--- src/hw/rtl/mss_pkg.sv ---
// -----------------------------------------------------------------------------
// mss_pkg: shared types and constants for the marker scan segment extractor
// Holds item kind codes, phase type, marker bytes, window control and status
// structs, and the case folding helper used by the window and the control.
// -----------------------------------------------------------------------------
package mss_pkg;

    // Window geometry
    localparam int WIN_LEN    = 18;
    localparam int MARK_FIRST = 12;
    localparam int HEAD_LEN   = 5;

    // Input item kinds
    localparam logic [1:0] KIND_DATA  = 2'd0;
    localparam logic [1:0] KIND_NEW   = 2'd1;
    localparam logic [1:0] KIND_EOF   = 2'd2;
    localparam logic [1:0] KIND_NONE  = 2'd3;

    // Result kinds
    localparam logic [1:0] OUT_PAYLOAD = 2'd0;
    localparam logic [1:0] OUT_START   = 2'd1;
    localparam logic [1:0] OUT_BAD_HDR = 2'd2;
    localparam logic [1:0] OUT_EARLY   = 2'd3;

    // Header count once the whole header has matched
    localparam logic [2:0] HEAD_DONE = 3'd5;

    typedef enum logic [1:0] {
        PH_HEADER = 2'd0,
        PH_SCAN   = 2'd1,
        PH_COPY   = 2'd2,
        PH_HALT   = 2'd3
    } phase_t;

    // Control from the sequencer to the window chain
    typedef struct packed {
        logic shift;
        logic clear;
    } win_ctrl_t;

    // Status from the window chain to the sequencer
    typedef struct packed {
        logic        hit;
        logic [23:0] length;
    } win_stat_t;

    // Fold lower case ASCII letters to upper case
    function automatic logic [7:0] fold_case(input logic [7:0] b);
        logic [7:0] r;
        r = b;
        if (b >= 8'h61 && b <= 8'h7A)
        begin
            r = b - 8'h20;
        end
        return r;
    endfunction

    // Header bytes "SFW95"; positions past the header give zero
    function automatic logic [7:0] head_byte(input logic [2:0] pos);
        logic [7:0] r;
        unique case (pos)
            3'd0:    r = 8'h53;
            3'd1:    r = 8'h46;
            3'd2:    r = 8'h57;
            3'd3:    r = 8'h39;
            3'd4:    r = 8'h35;
            default: r = 8'h00;
        endcase
        return r;
    endfunction

    // Segment marker bytes "SFW94A"
    function automatic logic [7:0] mark_byte(input logic [2:0] pos);
        logic [7:0] r;
        unique case (pos)
            3'd0:    r = 8'h53;
            3'd1:    r = 8'h46;
            3'd2:    r = 8'h57;
            3'd3:    r = 8'h39;
            3'd4:    r = 8'h34;
            3'd5:    r = 8'h41;
            default: r = 8'h00;
        endcase
        return r;
    endfunction

endpackage

--- src/hw/rtl/mss_cell.sv ---
// -----------------------------------------------------------------------------
// mss_cell: one byte cell of the scan window chain
// Takes its neighbor's byte on shift and drops to zero on clear.
// -----------------------------------------------------------------------------
module mss_cell
(
    input  logic                  clk,
    input  logic                  rst_n,
    input  mss_pkg::win_ctrl_t    ctrl,
    input  logic [7:0]            d,
    output logic [7:0]            q
);

    logic [7:0] byte_reg;
    logic [7:0] byte_next;

    // Clear wins over shift
    always_comb
    begin
        byte_next = byte_reg;
        if (ctrl.clear)
        begin
            byte_next = 8'h00;
        end
        else if (ctrl.shift)
        begin
            byte_next = d;
        end
    end

    always_ff @(posedge clk or negedge rst_n)
    begin
        if (!rst_n)
        begin
            byte_reg <= 8'h00;
        end
        else
        begin
            byte_reg <= byte_next;
        end
    end

    assign q = byte_reg;

endmodule

--- src/hw/rtl/mss_window.sv ---
// -----------------------------------------------------------------------------
// mss_window: sliding byte window built from a row of cells
// Shifts the incoming byte in at the newest end, and reports whether the
// window after this shift ends in the segment marker, plus the length
// held in its three oldest bytes.
// -----------------------------------------------------------------------------
module mss_window
(
    input  logic                  clk,
    input  logic                  rst_n,
    input  mss_pkg::win_ctrl_t    ctrl,
    input  logic [7:0]            data_byte,
    output mss_pkg::win_stat_t    stat
);

    localparam int N    = mss_pkg::WIN_LEN;
    localparam int MARK = mss_pkg::MARK_FIRST;

    logic [7:0] q   [N];
    logic [7:0] nxt [N];
    logic [5:0] cmp;

    // Chain cells: each takes its newer neighbor, the newest takes the input
    genvar gi;
    generate
        for (gi = 0; gi < N; gi++)
        begin : g_cell
            if (gi == N - 1)
            begin : g_head
                assign nxt[gi] = data_byte;
            end
            else
            begin : g_link
                assign nxt[gi] = q[gi + 1];
            end
            mss_cell u_cell
            (
                .clk   (clk),
                .rst_n (rst_n),
                .ctrl  (ctrl),
                .d     (nxt[gi]),
                .q     (q[gi])
            );
        end
    endgenerate

    // Compare the post-shift newest six bytes against the marker
    always_comb
    begin
        for (int k = 0; k < 6; k++)
        begin
            cmp[k] = (mss_pkg::fold_case(nxt[MARK + k]) == mss_pkg::mark_byte(3'(k)));
        end
    end

    // Length in the post-shift oldest three bytes, little endian
    assign stat.hit    = &cmp;
    assign stat.length = {nxt[2], nxt[1], nxt[0]};

endmodule

--- src/hw/rtl/marker_scan_segment_extractor.sv ---
// -----------------------------------------------------------------------------
// marker_scan_segment_extractor: container splitter with marker scan
// Checks the file header, scans for the segment marker in a sliding window,
// emits a segment start with the length, then passes the payload bytes.
// -----------------------------------------------------------------------------
// The result of an accepted beat is loaded into the output register.
// Throughput: one beat per cycle; the only hold-off is a stalled full output
// register, since the window chain and the byte counter never hold a beat.
// Reset: asynchronous, active low; returns to header check with a zero window
// and an empty output register. No clearing pass is needed.
module marker_scan_segment_extractor
(
    input  logic        clk,
    input  logic        rst_n,
    input  logic        in_valid,
    output logic        in_stall,
    input  logic [1:0]  kind,
    input  logic [7:0]  data_byte,
    output logic        out_valid,
    input  logic        out_stall,
    output logic [1:0]  out_kind,
    output logic [7:0]  out_byte,
    output logic [23:0] segment_length,
    output logic        last_of_segment
);

    mss_pkg::phase_t    phase_reg, phase_next;
    logic [2:0]         hpos_reg, hpos_next;
    logic [23:0]        rem_reg, rem_next;
    logic [23:0]        rem_dec;

    logic               ov_reg, ov_next;
    logic [1:0]         okind_reg;
    logic [7:0]         obyte_reg;
    logic [23:0]        olen_reg;
    logic               olast_reg;

    logic               acc;
    mss_pkg::phase_t    eff_phase;
    logic [2:0]         eff_hpos;
    logic               head_ok;

    logic               res_valid;
    logic [1:0]         res_kind;
    logic [7:0]         res_byte;
    logic [23:0]        res_len;
    logic               res_last;

    mss_pkg::win_ctrl_t win_ctrl;
    mss_pkg::win_stat_t win_stat;

    // Accept whenever the output register is empty or being drained
    assign in_stall = ov_reg && out_stall;
    assign acc      = in_valid && !in_stall;

    // A new file mark restarts the header check on this very byte
    assign eff_phase = (kind == mss_pkg::KIND_NEW) ? mss_pkg::PH_HEADER : phase_reg;
    assign eff_hpos  = (kind == mss_pkg::KIND_NEW) ? 3'd0 : hpos_reg;
    assign head_ok   = (eff_hpos < 3'(mss_pkg::HEAD_LEN))
                    && (mss_pkg::fold_case(data_byte) == mss_pkg::head_byte(eff_hpos));
    assign rem_dec   = rem_reg - 24'd1;

    mss_window u_window
    (
        .clk       (clk),
        .rst_n     (rst_n),
        .ctrl      (win_ctrl),
        .data_byte (data_byte),
        .stat      (win_stat)
    );

    // Next state of phase, header count and byte counter
    always_comb
    begin
        phase_next = phase_reg;
        hpos_next  = hpos_reg;
        rem_next   = rem_reg;
        if (acc && kind != mss_pkg::KIND_NONE)
        begin
            if (kind == mss_pkg::KIND_EOF)
            begin
                phase_next = mss_pkg::PH_HALT;
            end
            else
            begin
                phase_next = eff_phase;
                hpos_next  = eff_hpos;
                unique case (eff_phase)
                    mss_pkg::PH_HEADER:
                    begin
                        if (!head_ok)
                        begin
                            phase_next = mss_pkg::PH_HALT;
                        end
                        else
                        begin
                            hpos_next = eff_hpos + 3'd1;
                            if (hpos_next == mss_pkg::HEAD_DONE)
                            begin
                                phase_next = mss_pkg::PH_SCAN;
                                rem_next   = 24'd0;
                            end
                        end
                    end
                    mss_pkg::PH_SCAN:
                    begin
                        if (win_stat.hit && win_stat.length != 24'd0)
                        begin
                            rem_next   = win_stat.length;
                            phase_next = mss_pkg::PH_COPY;
                        end
                    end
                    mss_pkg::PH_COPY:
                    begin
                        rem_next = rem_dec;
                        if (rem_dec == 24'd0)
                        begin
                            phase_next = mss_pkg::PH_SCAN;
                        end
                    end
                    mss_pkg::PH_HALT:
                    begin
                        phase_next = mss_pkg::PH_HALT;
                    end
                endcase
            end
        end
    end

    // Result of this beat and window control
    always_comb
    begin
        res_valid      = 1'b0;
        res_kind       = mss_pkg::OUT_PAYLOAD;
        res_byte       = 8'h00;
        res_len        = 24'd0;
        res_last       = 1'b0;
        win_ctrl.shift = 1'b0;
        win_ctrl.clear = 1'b0;
        if (acc && kind != mss_pkg::KIND_NONE)
        begin
            if (kind == mss_pkg::KIND_EOF)
            begin
                if (phase_reg != mss_pkg::PH_HALT)
                begin
                    res_valid = 1'b1;
                    res_kind  = mss_pkg::OUT_EARLY;
                end
            end
            else
            begin
                unique case (eff_phase)
                    mss_pkg::PH_HEADER:
                    begin
                        if (!head_ok)
                        begin
                            res_valid = 1'b1;
                            res_kind  = mss_pkg::OUT_BAD_HDR;
                        end
                        else if (eff_hpos + 3'd1 == mss_pkg::HEAD_DONE)
                        begin
                            win_ctrl.clear = 1'b1;
                        end
                    end
                    mss_pkg::PH_SCAN:
                    begin
                        win_ctrl.shift = 1'b1;
                        if (win_stat.hit)
                        begin
                            res_valid = 1'b1;
                            res_kind  = mss_pkg::OUT_START;
                            res_len   = win_stat.length;
                            if (win_stat.length == 24'd0)
                            begin
                                res_last       = 1'b1;
                                win_ctrl.clear = 1'b1;
                            end
                        end
                    end
                    mss_pkg::PH_COPY:
                    begin
                        res_valid = 1'b1;
                        res_kind  = mss_pkg::OUT_PAYLOAD;
                        res_byte  = data_byte;
                        if (rem_dec == 24'd0)
                        begin
                            res_last       = 1'b1;
                            win_ctrl.clear = 1'b1;
                        end
                    end
                    mss_pkg::PH_HALT:
                    begin
                        res_valid = 1'b0;
                    end
                endcase
            end
        end
    end

    // Output register: load on accept, drain when not stalled
    always_comb
    begin
        ov_next = ov_reg;
        if (acc)
        begin
            ov_next = res_valid;
        end
        else if (!out_stall)
        begin
            ov_next = 1'b0;
        end
    end

    always_ff @(posedge clk or negedge rst_n)
    begin
        if (!rst_n)
        begin
            phase_reg <= mss_pkg::PH_HEADER;
            hpos_reg  <= 3'd0;
            rem_reg   <= 24'd0;
            ov_reg    <= 1'b0;
        end
        else
        begin
            phase_reg <= phase_next;
            hpos_reg  <= hpos_next;
            rem_reg   <= rem_next;
            ov_reg    <= ov_next;
        end
    end

    // Hold the payload of the output beat
    always_ff @(posedge clk)
    begin
        if (acc && res_valid)
        begin
            okind_reg <= res_kind;
            obyte_reg <= res_byte;
            olen_reg  <= res_len;
            olast_reg <= res_last;
        end
    end

    assign out_valid       = ov_reg;
    assign out_kind        = okind_reg;
    assign out_byte        = obyte_reg;
    assign segment_length  = olen_reg;
    assign last_of_segment = olast_reg;

    // The copy phase always has bytes left to pass
    a_copy_nonzero: assert property (@(posedge clk) disable iff (!rst_n)
        phase_reg == mss_pkg::PH_COPY |-> rem_reg != 24'd0)
        else $error("copy phase with zero bytes remaining");

    // Scan and copy are reached only through a complete header
    a_scan_after_header: assert property (@(posedge clk) disable iff (!rst_n)
        (phase_reg == mss_pkg::PH_SCAN || phase_reg == mss_pkg::PH_COPY)
        |-> hpos_reg == mss_pkg::HEAD_DONE)
        else $error("scan or copy without a matched header");

    // A start beat marked last carries a zero length
    a_start_last_len: assert property (@(posedge clk) disable iff (!rst_n)
        ov_reg && okind_reg == mss_pkg::OUT_START && olast_reg |-> olen_reg == 24'd0)
        else $error("last-marked segment start with nonzero length");

    // An undefined kind leaves the state untouched and yields nothing
    a_none_kind: assert property (@(posedge clk) disable iff (!rst_n)
        acc && kind == mss_pkg::KIND_NONE
        |=> phase_reg == $past(phase_reg) && rem_reg == $past(rem_reg) && !ov_reg)
        else $error("undefined kind changed state or produced a result");

endmodule
--- config.mk ---
export PLATFORM = sky130hd
export DESIGN_NAME = marker_scan_segment_extractor
export DESIGN_NICKNAME = d
export VERILOG_FILES = /design/src/hw/rtl/mss_pkg.sv /design/src/hw/rtl/mss_cell.sv /design/src/hw/rtl/mss_window.sv /design/src/hw/rtl/marker_scan_segment_extractor.sv
export SDC_FILE = /design/constraint.sdc
export NUM_CORES = 1
export LEC_CHECK = 0
export BUFFER_PORTS_ARGS = -buffer_cell sky130_fd_sc_hd__buf_2
export CAP_MARGIN = 20
export CORE_ASPECT_RATIO = 0.7
export CORE_UTILIZATION = 60
export DETAILED_ROUTE_END_ITERATION = 8
export PLACE_DENSITY_LB_ADDON = 0.15
export SLEW_MARGIN = 5
export SYNTH_ARGS = -nofsm -noshare
export SYNTH_HDL_FRONTEND = slang
export SYNTH_SLANG_ARGS = --single-unit
--- constraint.sdc ---
create_clock -name clk -period 6.16 [get_ports clk]
set_clock_uncertainty 0.05 [all_clocks]
set_input_delay 1.232 -clock clk [delete_from_list [all_inputs] [get_ports clk]]
set_output_delay 1.232 -clock clk [all_outputs]
set_load 0.005 [all_outputs]
# Word level (Yosys, flattened, before mapping)
# Cells that the tools add are included.
op_classes:
  n_lt_le_gt_ge: 13
  n_mux: 78
  eq_ne: 23
  bitwise_logic: 5
  add_sub_neg: 8
  reduce_logical: 26
op_table:
  columns: ["op", "count"]
  rows:
  - ["two-way mux 8 bit", 40]
  - ["two-way mux 24 bit", 3]
  - ["one-hot mux 24 bit (3 select lines)", 1]
  - [">= comparator 8 x 7 -> 1 bit (second input constant)", 6]
  - ["less-or-equal comparator 8 x 7 -> 1 bit (second input constant)", 6]
  - ["logical NOT 24 bit", 2]
  - ["subtractor 8 x 6 -> 8 bit (second input constant)", 6]
  - ["one-hot mux 7 bit (5 select lines)", 1]
  - ["== test 8 x 7 -> 1 bit (second input constant)", 4]
  - ["nonzero test 24 bit", 1]
  - ["subtractor 24 x 1 -> 24 bit (second input constant)", 1]
  - ["two-way mux 2 bit", 11]
  - ["== test 8 x 6 -> 1 bit (second input constant)", 2]
  - ["two-way mux 1 bit", 14]
  - ["logical AND 1 bit", 12]
  - ["AND reduction 6 bit", 2]
  - ["inequality test 2 bit (second input constant)", 5]
  - ["two-way mux 3 bit", 3]
  - ["== test 8 bit", 1]
  - ["one-hot mux 2 bit (4 select lines)", 1]
  - ["== test 2 bit (second input constant)", 3]
  - ["== test 3 x 2 -> 1 bit (second input constant)", 2]
  - ["== test 3 bit (second input constant)", 2]
  - ["NOT 1 bit", 5]
  - ["18 further kinds", 19]
totals:
  input_bits: 14
  regBits: 201
  word_cells: 178
  output_inout_bits: 37

# Depth between registers and ports, before layout
logic_depth:
  ltp_word: 12
  ltp_mapped: 16
  ltp_nobuf: 12

# Hierarchy
# From an unflattened synthesis, not the netlist that was laid out.
unflattened:
  hier_cells: 906
  hier_area_um2: 9995.8
modules_own_cells:
  columns: ["mod", "instances", "area_per_inst_um2", "cells_per_inst"]
  rows:
  - ["mss_cell", 17, 325.3, 26]
  - ["marker_scan_segment_extractor", 1, 4204.0, 430]
  - ["mss_window", 1, 261.5, 34]

# Least setup slack after synthesis
# OpenSTA, ideal clock, no wires.
synth_timing:
  path_type: "input-to-reg"
  start: "input port kind[1]"
  end: "register olast_reg, in the netlist last_of_segment, enable pin"
  stages: 14
  path_buffers: 2
  required_time_ns: 5.679
  setup_time_ns: 0.431
  setup_slack_ns: 0.947
  t_arrival_ns: 4.732
  cell_sequence: "buf_2 > nand2b_1 > buf_2 > nand2_1 > inv_1 > ha_1 > nor3_1 > a21oi_1 > and2_1 > mux2i_1 > nor4_2 > and2_1 > o31ai_1 > nor2b_1"
synth_between:
  elab_chain_len: 11
synth_rtl:
  columns: ["element", "line_no", "text"]
  rows:
  - ["start: declaration", "marker_scan_segment_extractor.sv:17", "input logic [1:0] kind,"]
  - ["== test 2 x 1 -> 1 bit", "marker_scan_segment_extractor.sv:57, marker_scan_segment_extractor.sv:58", null]
  - ["two-way mux 3 bit", "marker_scan_segment_extractor.sv:58", "assign eff_hpos = (kind == mss_pkg::KIND_NEW) ? 3'd0 : hpos_reg;"]
  - ["== test 3 bit, or another cell as far along", "mss_pkg.sv:61", "unique case (pos)"]
  - ["one-hot mux 7 bit (5 select lines)", "mss_pkg.sv:61", null]
  - ["== test 8 bit", "marker_scan_segment_extractor.sv:60", "&& (mss_pkg::fold_case(data_byte) == mss_pkg::head_byte(eff_hpos));"]
  - ["logical AND 1 bit", "marker_scan_segment_extractor.sv:60", null]
  - ["two-way mux 1 bit", "marker_scan_segment_extractor.sv:155", "if (!head_ok)"]
  - ["one-hot mux 1 bit (4 select lines)", "marker_scan_segment_extractor.sv:152", "unique case (eff_phase)"]
  - ["two-way mux 1 bit", "marker_scan_segment_extractor.sv:142", "if (kind == mss_pkg::KIND_EOF)"]
  - ["two-way mux 1 bit (*)", "marker_scan_segment_extractor.sv:140", "if (acc && kind != mss_pkg::KIND_NONE)"]
  - ["logical AND 1 bit (*)", "marker_scan_segment_extractor.sv:235", "if (acc && res_valid)"]
  - ["end signal: assignment", "marker_scan_segment_extractor.sv:240", "olast_reg <= res_last;"]
  - ["end: declaration", "marker_scan_segment_extractor.sv:36", "logic olast_reg;"]
# Every way passes the cells marked *; elsewhere a longest branch is shown, timed or not.
# A chain may end at the register's enable or synchronous reset.

# Worst setup path in the final report
layout_timing:
  start: "register rem_reg[0]"
  end: "register u_window.g_cell[1].u_cell.byte_reg[7]"
layout_between:
  elab_chain_len: 7
layout_rtl:
  columns: ["element", "line_no", "text"]
  rows:
  - ["start: declaration", "marker_scan_segment_extractor.sv:29", "logic [23:0] rem_reg, rem_next;"]
  - ["start signal: assignment", "marker_scan_segment_extractor.sv:227", "rem_reg <= rem_next;"]
  - ["subtractor 24 x 1 -> 24 bit (*)", "marker_scan_segment_extractor.sv:61", "assign rem_dec = rem_reg - 24'd1;"]
  - ["logical NOT 24 bit (*)", "marker_scan_segment_extractor.sv:185", "if (rem_dec == 24'd0)"]
  - ["two-way mux 1 bit (*)", "marker_scan_segment_extractor.sv:185", null]
  - ["one-hot mux 1 bit (3 select lines) (*)", "marker_scan_segment_extractor.sv:152", null]
  - ["two-way mux 2 bit (*)", "marker_scan_segment_extractor.sv:142", null]
  - ["two-way mux 2 bit (*)", "marker_scan_segment_extractor.sv:140", null]
  - ["two-way mux 8 bit or nonzero test 2 bit (tied branches)", null, null]
  - ["end signal: assignment", "mss_cell.sv:39", "byte_reg <= byte_next;"]
  - ["end: declaration", "mss_cell.sv:14", "logic [7:0] byte_reg;"]
# Marks and branches as above.

==> results.yml <==
outcome:
  status: "complete, no violations"
global_routing:
  antenna_found_initial: 0
  grt_overflow: 0
  track_usage: 0.281
  grt_max_degree: 137
  grt_pass1_vias: 7356
  grt_pass1_wl_um: 38200
clock_tree:
  path_clk_slew_ps: 60
  cts.sinks: 201
  clk_latency_ps: 500
  cts-buffers-inserted: 20
  cts_buffer_depth: 3
  cts-root-buf: "clkbuf_16"
  post_cts_buffers: 0
  holdBufCountCts: 0
  htree_levels: 1
  cts_tree: "done"
  cts_resized: 0
routing:
  wl_per_cell_um: 17.7
  first_pass_iters: 5
  finalWirelength_um: 22900
  vias: 8068
  avgViaCountPerCell: 6.23
  route.detailed.drc: 0
  detailedRoute.firstIterationViolations: 851
  detail-route-antenna-nets: 0
setup_path:
  crit_fanout: 136
  r2r_slack_ps: 1820
  endpoint: "u_window.g_cell[1].u_cell.q[7]"
  worstPathRequired_ps: 6450
  crit_path_start_kind: "flip-flop"
  worstReg2RegStart: "rem_reg[0]"
  timing_worst_setup_path_type: "flip-flop to flip-flop"
  reg2reg_depth: 11
  r2r-end: "u_window.g_cell[1].u_cell.q[7]"
  cp-startpoint: "rem_reg[0]"
  end_kind: "flip-flop"
  crit_arrival_ps: 4620
synth:
  synth_xor_area_frac: 0.00980
  synth_edf_count: 35
  synthArstFlopShare: 0.826
  synth-compound-area-share: 0.161
  synth.mux.area_fraction: 0.00522
  synth.distinct_cells: 63
  synth_fa_ha_area_frac: 0.0204
  syn_inst: 1059
  netlist_top_cells_area: "dfrtp_1 (42%), edfxtp_1 (11%), a21oi_1 (7.9%), nand3_1 (7.3%), nand2_1 (6.6%)"
  seq_area_frac_synth: 0.529
  yosys_register_bits: 201
  dominantRegCellSynth: "dfrtp_1"
  synth_top_area_cell: "dfrtp_1"
  syn_area_mm2: 0.00984
  synth_top_area_share: 0.422
  yosysWarnings: 0
  synthSimpleGateAreaFrac: 0.228
  synth_top_family_by_area: "simple AND/OR/NAND/NOR gates"
  avgSynthCellArea_um2: 9.29
  synth_fp_nets: 1089
floorplan:
  die_y_um: 109
  die-area_mm2: 0.0169
  rows: 38
  ios: 51
  initial_core_util: 0.625
  die_width_um: 155
  core_area_mm2: 0.0157
final_layout:
  antenna_cells_inserted: 0
  drive_above_1_share: 0.101
  regArea_mm2: 0.00520
  fin_nets: 1091
  multi_input_area_mm2: 0.00421
  largest_register_ff_count: 136
  n_fill_cell: 1234
  syn_to_final_growth_pct: 9.60
power:
  totalPowerFinal_mw: 4.78
  p_switching_mw: 1.89
  switching_share: 0.396
  p_leak_nw: 4.55
  p_int_mw: 2.89
  vdd_ir_drop_max_mv: 0.284
  powerDensity_mw_per_mm2: 443
  p_clk_frac: 0.247
  pwr-share-comb: 0.372
  seq_power_share: 0.381
timing:
  tightest_slew_ps: 1040
  setup_tns_ps: 0
  period_needed_ps: 4340
  timing.final.crit_share: 0.704
  finalSetupViolations: 0
  drv_slew: 0
  max-slew-margin-rel: 0.303
  setup_ws_ps: 1820
  finalHoldWorstSlack_ps: 472
  hold_viol: 0
  fmax_mhz: 231
  rsz0062_at_grt: "false"
worst_hold_path:
  whs_path_depth: 2
  min_path_type: "flip-flop to flip-flop"
placed_design:
  globalplace.congestion: 0.933
  portBuffers: 50
  pre_cts_ws_ps: 1360
  dp_hpwl_um: 13700
flow_run:
  drv_cap: 0
## layer usage
| metal | wire [µm] | track usage | vias up |
|---|---|---|---|
| li1 | - | - | 3797 |
| met1 | 10800 | 0.441 | 3954 |
| met2 | 9830 | 0.399 | 287 |
| met3 | 1900 | 0.0584 | 30 |
| met4 | 341 | 0.0545 | 0 |
| met5 | 0 | 0 | - |
## Yosys cell counts (3+ instances only)
cell type and number:
buf_2 16, nand3_1 144, o21ai_0 20, nand3b_1 4, a21oi_1 156, ha_1 16, nor4b_1 3, nand2_1 173
nor2b_1 6, clkbuf_1 61, nand4_1 7, nor4_2 3, a32oi_1 8, mux2i_1 4, xnor2_1 4, nand2b_1 3
o21a_1 4, nor4_1 13, o41ai_1 22, and2_1 27, a22oi_1 8, dfrtp_1 166, and3_1 8, edfxtp_1 35
o31ai_1 16, inv_1 22, nor2_1 32, buf_6 5, or3_1 6, or4_1 5, nor3_1 12, xor2_1 7
## through the flow
stage	util	instances	cell area (µm²)
2_1_floorplan	-	1059	9840
3_3_place_gp	0.645	1259	10100
3_5_place_dp	0.645	1259	10100
4_1_cts	0.685	1294	10800
5_1_grt	0.685	1294	10800
6_report	0.685	1294	10800
## worst max-delay path, stage by stage (launching register included)
cell and delay (ps):
dfrtp_1 490, inv_1 210, ha_1 350, nor3b_1 770, nand2_1 210, nor4b_1 340
nor3_1 140, nor4_2 630, a21oi_2 180, a21oi_4 200, buf_12 460, a21oi_1 80
## worst min-delay path by stage
| stage | from | end |
|---|---|---|
| floorplan | rem_reg[18] | rem_reg[18] |
| global placement | u_window.g_cell[7].u_cell.q[6] | u_window.g_cell[7].u_cell.q[6] |
| detailed placement | u_window.g_cell[11].u_cell.q[4] | u_window.g_cell[11].u_cell.q[4] |
| CTS | u_window.g_cell[11].u_cell.q[6] | u_window.g_cell[11].u_cell.q[6] |
| global route | u_window.g_cell[11].u_cell.q[5] | u_window.g_cell[11].u_cell.q[5] |
| finish | u_window.g_cell[7].u_cell.q[6] | u_window.g_cell[7].u_cell.q[6] |
## power by group through the flow
stage	sequential, mW	clock, mW	combinational, mW
final	1.82	1.18	1.78
after detailed placement	1.83	0	1.73
after global routing	1.86	1.25	1.98
after global placement	1.83	0	1.71
after CTS	1.81	1.20	1.74
after floorplan	1.76	0	1.35
## cell families (layout without fill, tap and decap cells)
| group | after synthesis | in the layout |
|---|---|---|
| AO/OA/AOI/OAI | 261 | 261 |
| XOR/XNOR | 11 | 11 |
| adder cells (fa/ha/maj) | 16 | 16 |
| buffers and inverters | 105 | 120 |
| flip-flops | 201 | 201 |
| multiplexers | 5 | 5 |
| AND/OR/NAND/NOR | 460 | 460 |
## cell type report
type,instances,area share
clock inverter,3,0.00279
timing repair buffer,63,0.0340
inverter,22,0.00766
multi-input combinational,753,0.391
tap,220,0.0255
clock buffer,32,0.0563
sequential,201,0.483
## cell usage in the layout, fill, tap and decap left out, types with 5 or more instances in the layout
cell	instances
ha_1	15
o21ai_0	20
nand2_1	172
clkbuf_16	21
buf_4	12
a22oi_1	8
dfrtp_1	166
o41ai_1	22
nor4_1	13
nor2_1	31
nor3_1	12
a21oi_1	156
clkbuf_1	7
nor2b_1	5
nand3_1	144
and3_1	8
xor2_1	7
or4_1	5
a32oi_1	8
or3_1	6
inv_1	22
edfxtp_1	35
and2_1	27
nand4_1	7
o31ai_1	16
buf_2	49
Power figures use the tool's default switching activity.
